**config.mk**
```make
export PLATFORM = sky130hd
export DESIGN_NAME = q5k_block_dequantizer_core
export DESIGN_NICKNAME = d
export VERILOG_FILES = /design/src/rtl/q5k_pkg.sv /design/src/rtl/q5k_store.sv /design/src/rtl/q5k_block_dequantizer_core.sv
export SDC_FILE = /design/constraint.sdc
export NUM_CORES = 2
export LEC_CHECK = 0
export ABC_CLOCK_PERIOD_IN_PS = 13720
export BUFFER_PORTS_ARGS = -buffer_cell sky130_fd_sc_hd__buf_2
export CORE_AREA = 3 3 467 562
export DETAILED_ROUTE_END_ITERATION = 6
export DIE_AREA = 0 0 470 565
export GPL_ROUTABILITY_DRIVEN = 1
export GPL_TIMING_DRIVEN = 0
export RECOVER_POWER = 100
export REMOVE_ABC_BUFFERS = 1
export SKIP_CTS_REPAIR_TIMING = 1
export SYNTH_ARGS = -nofsm -noshare
export SYNTH_HDL_FRONTEND = slang
export SYNTH_SLANG_ARGS = --single-unit
```
**constraint.sdc**
```tcl
create_clock -name clk -period 13.72 [get_ports clk]
set_input_delay 2.058 -clock clk [delete_from_list [all_inputs] [get_ports clk]]
set_output_delay 2.058 -clock clk [all_outputs]
set_load 0.1 [all_outputs]
```
**src/rtl/q5k_pkg.sv**
```systemverilog
// q5k_pkg: types, constants and the fp16 decode function for the Q5_K block dequantizer.
// Has no dependencies. Used by q5k_store and q5k_block_dequantizer_core.
package q5k_pkg;

  localparam int unsigned WORD_COUNT = 22;
  localparam logic [4:0] HI_WORD_BASE = 5'd2;
  localparam logic [4:0] LO_WORD_BASE = 5'd6;
  localparam logic [31:0] CANON_NAN = 32'h7FC0_0000;
  localparam logic [31:0] POS_INF = 32'h7F80_0000;
  localparam logic KIND_WRITE = 1'b0;
  localparam logic KIND_READ = 1'b1;

  typedef struct packed {
    logic        en;
    logic [4:0]  addr;
    logic [63:0] data;
  } wr_t;

  typedef struct packed {
    logic              sign;
    logic              inf;
    logic              nan;
    logic [10:0]       mag;
    logic signed [5:0] expo;
  } half_t;

  typedef enum logic [11:0] {
    S_IDLE = 12'b0000_0000_0001,
    S_W0   = 12'b0000_0000_0010,
    S_W1   = 12'b0000_0000_0100,
    S_WH   = 12'b0000_0000_1000,
    S_WL   = 12'b0000_0001_0000,
    S_M1   = 12'b0000_0010_0000,
    S_M2   = 12'b0000_0100_0000,
    S_M3   = 12'b0000_1000_0000,
    S_ALN  = 12'b0001_0000_0000,
    S_NRM  = 12'b0010_0000_0000,
    S_RND  = 12'b0100_0000_0000,
    S_DONE = 12'b1000_0000_0000
  } state_t;

  // value = mag * 2^expo for finite inputs
  function automatic half_t half_dec(input logic [15:0] h);
    half_t r;
    r.sign = h[15];
    r.inf  = (h[14:10] == 5'h1F) && (h[9:0] == 10'd0);
    r.nan  = (h[14:10] == 5'h1F) && (h[9:0] != 10'd0);
    if (h[14:10] == 5'd0) begin
      r.mag  = {1'b0, h[9:0]};
      r.expo = -6'sd24;
    end else begin
      r.mag  = {1'b1, h[9:0]};
      r.expo = $signed(6'({1'b0, h[14:10]}) - 6'd25);
    end
    return r;
  endfunction

endpackage

```
**src/rtl/q5k_store.sv**
```systemverilog
// q5k_store: 22 x 64-bit block word memory, one write port and one registered read port.
// Depends on q5k_pkg (wr_t).
module q5k_store (
  input  logic          clk,
  input  q5k_pkg::wr_t  wr,
  input  logic [4:0]    rd_addr,
  output logic [63:0]   rd_data
);
  import q5k_pkg::*;

  logic [63:0] mem [WORD_COUNT];
  logic [63:0] rd_data_r;

  always_ff @(posedge clk) begin
    if (wr.en) begin
      mem[wr.addr] <= wr.data;
    end
    rd_data_r <= mem[rd_addr];
  end

  assign rd_data = rd_data_r;

endmodule

```
**src/rtl/q5k_block_dequantizer_core.sv**
```systemverilog
// q5k_block_dequantizer_core: Q5_K block store and element dequantizer, float32 result.
// Depends on q5k_pkg and q5k_store.
//
//   channel | direction | ports
//   in      | input     | in_valid/in_ready, in_kind, in_word_index, in_word_data, in_element_index
//   out     | output    | out_valid/out_ready, out_value_bits
//
// A write gives no item, and the core stays ready. A read holds in_ready low until done;
// normalize shifts by 8 or by 1 bits, 0..12 shifts. NaN, infinite and zero results skip
// normalize and round. Steps: four memory reads, three passes through one shared 11x11
// multiplier, align, normalize, round. Reset is synchronous, active low, and clears
// control only.
// A finished result waits in the output register; a new item may be accepted
// meanwhile, and a read holds in its last step until the output is free.
module q5k_block_dequantizer_core (
  input  logic        clk,
  input  logic        rst_n,
  input  logic        in_valid,
  output logic        in_ready,
  input  logic        in_kind,
  input  logic [4:0]  in_word_index,
  input  logic [63:0] in_word_data,
  input  logic [7:0]  in_element_index,
  output logic        out_valid,
  input  logic        out_ready,
  output logic [31:0] out_value_bits
);
  import q5k_pkg::*;

  state_t state_r, state_nxt;
  logic [7:0]  elem_r;
  logic [63:0] w0_r, w1_r;
  logic        qhi_r;
  logic [4:0]  q_r;
  logic [21:0] scq_r, a_r, b_r;
  logic [51:0] n_r, n_nxt;
  logic [7:0]  e_r, e_nxt;
  logic        sign_r, sign_nxt;
  logic [31:0] res_r, res_nxt;
  logic        out_valid_r;
  logic [31:0] out_bits_r;

  wr_t         wr;
  logic [4:0]  rd_addr;
  logic [63:0] rd_data;

  logic [2:0]  grp;
  logic [4:0]  lane;
  logic [7:0]  sbyte [12];
  logic [5:0]  sc, mn;
  half_t       hd, hm;
  logic [10:0] mul_a, mul_b;
  logic [21:0] prod;
  logic        accept, out_free;

  assign accept   = in_valid && in_ready;
  assign in_ready = (state_r == S_IDLE);
  assign out_free = !out_valid_r || out_ready;
  assign grp  = elem_r[7:5];
  assign lane = elem_r[4:0];

  assign wr.en   = accept && (in_kind == KIND_WRITE) && (in_word_index < 5'(WORD_COUNT));
  assign wr.addr = in_word_index;
  assign wr.data = in_word_data;

  q5k_store u_store (
    .clk     (clk),
    .wr      (wr),
    .rd_addr (rd_addr),
    .rd_data (rd_data)
  );

  always_comb begin
    case (state_r)
      S_W0:    rd_addr = 5'd1;
      S_W1:    rd_addr = HI_WORD_BASE + {3'd0, lane[4:3]};
      S_WH:    rd_addr = LO_WORD_BASE + {1'b0, grp[2:1], lane[4:3]};
      default: rd_addr = 5'd0;
    endcase
  end

  always_comb begin
    for (int i = 0; i < 4; i++) begin
      sbyte[i] = w0_r[8*(i+4) +: 8];
    end
    for (int i = 0; i < 8; i++) begin
      sbyte[i+4] = w1_r[8*i +: 8];
    end
    if (!grp[2]) begin
      sc = sbyte[4'(grp)][5:0];
      mn = sbyte[4'(grp) + 4'd4][5:0];
    end else begin
      sc = {sbyte[4'(grp) - 4'd4][7:6], sbyte[4'(grp) + 4'd4][3:0]};
      mn = {sbyte[4'(grp)][7:6], sbyte[4'(grp) + 4'd4][7:4]};
    end
  end

  assign hd = half_dec(w0_r[15:0]);
  assign hm = half_dec(w0_r[31:16]);

  always_comb begin
    case (state_r)
      S_M2: begin
        mul_a = hd.mag;
        mul_b = scq_r[10:0];
      end
      S_M3: begin
        mul_a = hm.mag;
        mul_b = {5'd0, mn};
      end
      default: begin
        mul_a = {5'd0, sc};
        mul_b = {6'd0, q_r};
      end
    endcase
  end
  assign prod = mul_a * mul_b;

  always_comb begin
    logic [4:0]         sh;
    logic [51:0]        a_al, b_al;
    logic signed [5:0]  emin;
    logic signed [53:0] va, vb, diff;
    logic               ainf, anan, binf, bnan, inc;
    state_nxt = state_r;
    n_nxt     = n_r;
    e_nxt     = e_r;
    sign_nxt  = sign_r;
    res_nxt   = res_r;
    sh   = 5'd0;
    a_al = 52'd0;
    b_al = 52'd0;
    emin = hm.expo;
    va   = 54'sd0;
    vb   = 54'sd0;
    diff = 54'sd0;
    ainf = hd.inf && (scq_r != 22'd0);
    anan = hd.nan || (hd.inf && (scq_r == 22'd0));
    binf = hm.inf && (mn != 6'd0);
    bnan = hm.nan || (hm.inf && (mn == 6'd0));
    inc  = 1'b0;
    case (state_r)
      S_IDLE: begin
        if (accept && (in_kind == KIND_READ)) begin
          state_nxt = S_W0;
        end
      end
      S_W0: state_nxt = S_W1;
      S_W1: state_nxt = S_WH;
      S_WH: state_nxt = S_WL;
      S_WL: state_nxt = S_M1;
      S_M1: state_nxt = S_M2;
      S_M2: state_nxt = S_M3;
      S_M3: state_nxt = S_ALN;
      S_ALN: begin
        if ($signed(hd.expo) >= $signed(hm.expo)) begin
          sh   = 5'($signed(hd.expo) - $signed(hm.expo));
          a_al = {30'd0, a_r} << sh;
          b_al = {30'd0, b_r};
          emin = hm.expo;
        end else begin
          sh   = 5'($signed(hm.expo) - $signed(hd.expo));
          a_al = {30'd0, a_r};
          b_al = {30'd0, b_r} << sh;
          emin = hd.expo;
        end
        va   = hd.sign ? -$signed({2'b00, a_al}) : $signed({2'b00, a_al});
        vb   = hm.sign ? -$signed({2'b00, b_al}) : $signed({2'b00, b_al});
        diff = va - vb;
        sign_nxt = diff[53];
        n_nxt = diff[53] ? 52'(-diff) : diff[51:0];
        e_nxt = 8'({{2{emin[5]}}, emin}) + 8'd51;
        if (anan || bnan || (ainf && binf && (hd.sign == hm.sign))) begin
          res_nxt   = CANON_NAN;
          state_nxt = S_DONE;
        end else if (ainf) begin
          res_nxt   = POS_INF | {hd.sign, 31'd0};
          state_nxt = S_DONE;
        end else if (binf) begin
          res_nxt   = POS_INF | {!hm.sign, 31'd0};
          state_nxt = S_DONE;
        end else if (diff == 54'sd0) begin
          res_nxt = {(a_r == 22'd0) && hd.sign && (b_r == 22'd0) && !hm.sign, 31'd0};
          state_nxt = S_DONE;
        end else begin
          state_nxt = S_NRM;
        end
      end
      S_NRM: begin
        if (n_r[51]) begin
          state_nxt = S_RND;
        end else if (n_r[51:44] == 8'd0) begin
          n_nxt = n_r << 8;
          e_nxt = e_r - 8'd8;
        end else begin
          n_nxt = n_r << 1;
          e_nxt = e_r - 8'd1;
        end
      end
      S_RND: begin
        inc = n_r[27] && ((|n_r[26:0]) || n_r[28]);
        res_nxt = {sign_r, e_r + 8'd127, n_r[50:28]} + {31'd0, inc};
        state_nxt = S_DONE;
      end
      S_DONE: begin
        if (out_free) begin
          state_nxt = S_IDLE;
        end
      end
      default: state_nxt = S_IDLE;
    endcase
  end

  always_ff @(posedge clk) begin
    if (!rst_n) begin
      state_r     <= S_IDLE;
      out_valid_r <= 1'b0;
    end else begin
      state_r <= state_nxt;
      if (state_r == S_DONE && out_free) begin
        out_valid_r <= 1'b1;
      end else if (out_ready) begin
        out_valid_r <= 1'b0;
      end
    end
  end

  always_ff @(posedge clk) begin
    if (accept) begin
      elem_r <= in_element_index;
    end
    case (state_r)
      S_W0: w0_r <= rd_data;
      S_W1: w1_r <= rd_data;
      S_WH: qhi_r <= rd_data[{lane[2:0], 3'd0} + 6'(grp)];
      S_WL: q_r <= {qhi_r, grp[0] ? rd_data[{lane[2:0], 3'd4} +: 4]
                                  : rd_data[{lane[2:0], 3'd0} +: 4]};
      S_M1: scq_r <= prod;
      S_M2: a_r <= prod;
      S_M3: b_r <= prod;
      default: ;
    endcase
    n_r    <= n_nxt;
    e_r    <= e_nxt;
    sign_r <= sign_nxt;
    res_r  <= res_nxt;
    if (state_r == S_DONE && out_free) begin
      out_bits_r <= res_r;
    end
  end

  assign out_valid      = out_valid_r;
  assign out_value_bits = out_bits_r;

endmodule

```
==> flow_summary.yaml <==
outcome:
  outcome: "finished with violations"
  violations: "max-capacitance violations, max-slew violations"
clock_tree:
  insertion_delay_ns: 0.85
  clk_pin_slew_ns: 0.06
  ctsLongestPathBuffers: 3
  cts_buffers: 183
  htree_levels: 4
  clock-sinks: 1818
  cts-root-buf: "clkbuf_16"
  cts_tree: "yes"
critical_path:
  path_class: "reg -> reg"
  reg2regPathDepth: 31
  arrival_ns: 13.25
  critPathMostFrequentCell: "ha_1"
  r2r_setup_slack_ns: 0.97
  cp-start-kind: "flip-flop"
  critPathSlowestCell: "ha_1"
  rr_endpoint: "res_r[0]$_SDFFCE_PN0P_"
  required_ns: 14.22
  cpLargestDelayFamily: "simple AND/OR/NAND/NOR gates"
  cp_max_fo: 37
  cpPeakStageDelay_ns: 0.93
  end_kind: "flip-flop"
  timing.rr.start: "w0_r[10]$_DFFE_PN_"
  crit_buf_inv: 4
logic_synthesis:
  synth.largest_area_cell: "edfxtp_1"
  syn_avg_cell_area_um2: 11.8
  ys.warnings.count: 0
  synth_seq_area_share_pct: 59.8
  ys_ff_latch: 1818
  synthFlopType: "edfxtp_1"
  syn-cell-area_um2: 89900
  synthDistinctLibCells: 90
  synth_edf_count: 1741
  async_flop_share_pct: 0
  yosysTopAreaCellShare_pct: 58.1
  netlist_instances: 7633
  ys_top_cells_by_area: "edfxtp_1 (58%), nand2_1 (5.1%), a211oi_1 (3.0%)"
timing:
  slew_headroom_pct: -145
  hold_viol: 0
  period_needed_ns: 12.75
  worst_pin_slew_ns: 3.67
  fin_hold_ws_ns: 0.416
  period_share_pct: 93.0
  finalMaxSlewViolations: 1928
  setup_viol: 0
  fin_skew_ns: 0.0705
  max_clock_freq_ghz: 0.0784
  rsz0062_at_grt: "false"
routing:
  ant_nets: 0
  route.detailed.drc: 0
  routed_wl_um: 259000
  route.vias.total: 63224
  wl_per_cell_um: 23.2
  drt-vias-per-instance: 5.67
  dr.pass1.iters: 5
  first_iter_violations: 5606
final_layout:
  utilization_pct: 39.2
  multi_input_area_um2: 33700
  final-seq-area_um2: 53800
  area_growth_pct: 12.2
  layout-drive-gt1-share_pct: 7.21
  fillCellCount: 24406
  fin_area_um2: 101000
  layout.nets: 7889
hold_path:
  hp-start: "res_r[25]$_DFFE_PP_"
  holdPathStages: 0
  min_path_type: "reg -> reg"
  hold_path_end: "out_value_bits[25]$_DFFE_PP_"
grt:
  grt_pass1_vias: 61259
  grt_pass1_wl_um: 388000
  grt-ovfl-total: 0
  grt_usage_pct: 18.9
  grt_max_degree: 89
  antenna_found_initial: 24
placement:
  portBuffers: 115
  dpl_cell_area_um2: 96700
  place_congestion: 0.907
  dp_hpwl_um: 177000
die:
  ios: 116
  start_util_pct: 35.0
  chipWidth_um: 470
  dieArea_um2: 266000
  core-area_um2: 257000
  rows: 204
  die_h_um: 565
power:
  leakagePower_nw: 33.9
  worst_ir_drop_vdd_mv: 0.126
  p_per_area_nw_per_um2: 141
job:
  maxCapViolCount: 80
sequential cells by signal, indices dropped and copies added (netlist names), 8 cells and up:
signal	count
out_value_bits	32
n_r	52
res_r	32
state_r	12
w1_r	64
u_store.rd_data	64
w0_r	64
b_r	22
elem_r	8
u_store.mem	1408
a_r	22
scq_r	22
e_r	8
cell families (layout without fill, tap and decap cells):
group	Yosys count	count (layout)	share of synthesized area, %
buffers and inverters	699	808	2.95
adders and majority gates	218	218	3.73
xor gates and xnor gates	183	183	1.79
DFF	1818	1818	59.8
and+or+nand+nor	2653	2653	13.9
AOI/OAI and AO/OA	1828	1828	14.0
other	0	8	0
muxes	234	234	3.89
worst max path at each step:
stage | start | endpoint | slack, ns | cells after the start
2_1_floorplan | w0_r[10]$_DFFE_PN_ | n_r[33]$_DFFE_PP_ | -2.33 | 29
3_3_place_gp | state_r[8]$_SDFFE_PN0P_ | u_store.rd_data[48]$_DFF_P_ | -14.25 | 9
3_5_place_dp | w0_r[10]$_DFFE_PN_ | res_r[31]$_DFFE_PP_ | 0.99 | 29
4_1_cts | w0_r[10]$_DFFE_PN_ | res_r[30]$_DFFE_PP_ | 0.91 | 29
5_1_grt | w0_r[10]$_DFFE_PN_ | res_r[31]$_DFFE_PP_ | 0.33 | 31
6_report | w0_r[10]$_DFFE_PN_ | res_r[0]$_SDFFCE_PN0P_ | 0.97 | 31
routing by layer:
| metal | share of wire, % | global-route usage [%] |
|---|---|---|
| met3 | 5.6 | 2.58 |
| met4 | 3.7 | 6.94 |
| met5 | 0.073 | 0 |
| met2 | 51 | 33.7 |
| met1 | 40 | 23.3 |
report_power, final:
part | internal (W) | switching (W)
sequential | 0.00618 | 0.0000499
combinational | 0.00107 | 0.00195
clock | 0.00282 | 0.00218
total | 0.0101 | 0.00418
cells in the final DEF, fill, tap and decap left out, types with 31 or more instances in the layout:
master | netlist | final
edfxtp_1 | 1741 | 1741
nand2_1 | 1230 | 1225
and2_1 | 372 | 366
nor2_1 | 364 | 363
a21oi_1 | 357 | 356
a211oi_1 | 354 | 353
o21ai_0 | 277 | 275
clkbuf_1 | 467 | 234
a311oi_1 | 198 | 198
clkbuf_16 | 0 | 184
inv_1 | 171 | 171
a31oi_1 | 149 | 149
ha_1 | 135 | 135
nor3_1 | 135 | 134
nand3_1 | 123 | 123
mux2i_1 | 122 | 121
xnor2_1 | 99 | 94
mux4_2 | 90 | 90
xor2_1 | 83 | 81
fa_1 | 83 | 81
dfxtp_1 | 77 | 77
o311ai_0 | 69 | 69
nor4_1 | 63 | 63
nand4_1 | 60 | 60
and3_1 | 55 | 54
or3_1 | 52 | 52
nand2b_1 | 44 | 43
a21o_1 | 39 | 39
clkinv_1 | 1 | 39
o21a_1 | 39 | 37
o31ai_1 | 37 | 37
a2111oi_0 | 34 | 34
nor2b_1 | 34 | 33
buf_16 | 0 | 32
o211ai_1 | 31 | 31
layout make-up:
type / count / share of cell area, %
clock inverters: 112 / 1.25
clock buffers: 226 / 4.79
inverters: 173 / 0.644
diodes: 8 / 0.0198
well taps: 3399 / 4.21
flip-flops and latches: 1818 / 53.3
repair buffers: 297 / 2.37
multi-input cells: 5116 / 33.4
cells in the mapped netlist (122+ instances only):
cell         n
edfxtp_1  1741
nand2_1   1230
clkbuf_1   467
and2_1     372
nor2_1     364
a21oi_1    357
a211oi_1   354
o21ai_0    277
a311oi_1   198
inv_1      171
a31oi_1    149
ha_1       135
nor3_1     135
nand3_1    123
mux2i_1    122
through the flow:
step | setup TNS [ns] | setup WS (ns) | total power [W] | std cells
6_report | 0 | 0.965 | 0.0142 | 11149
5_1_grt | 0 | 0.326 | 0.0149 | 11142
4_1_cts | 0 | 0.905 | 0.0143 | 11139
3_5_place_dp | 0 | 0.986 | 0.00933 | 10801
3_3_place_gp | -1667.18 | -14.25 | 0.00930 | 10621
2_1_floorplan | -245.67 | -2.33 | 0.00848 | 7107
Power figures use the tool's default switching activity.
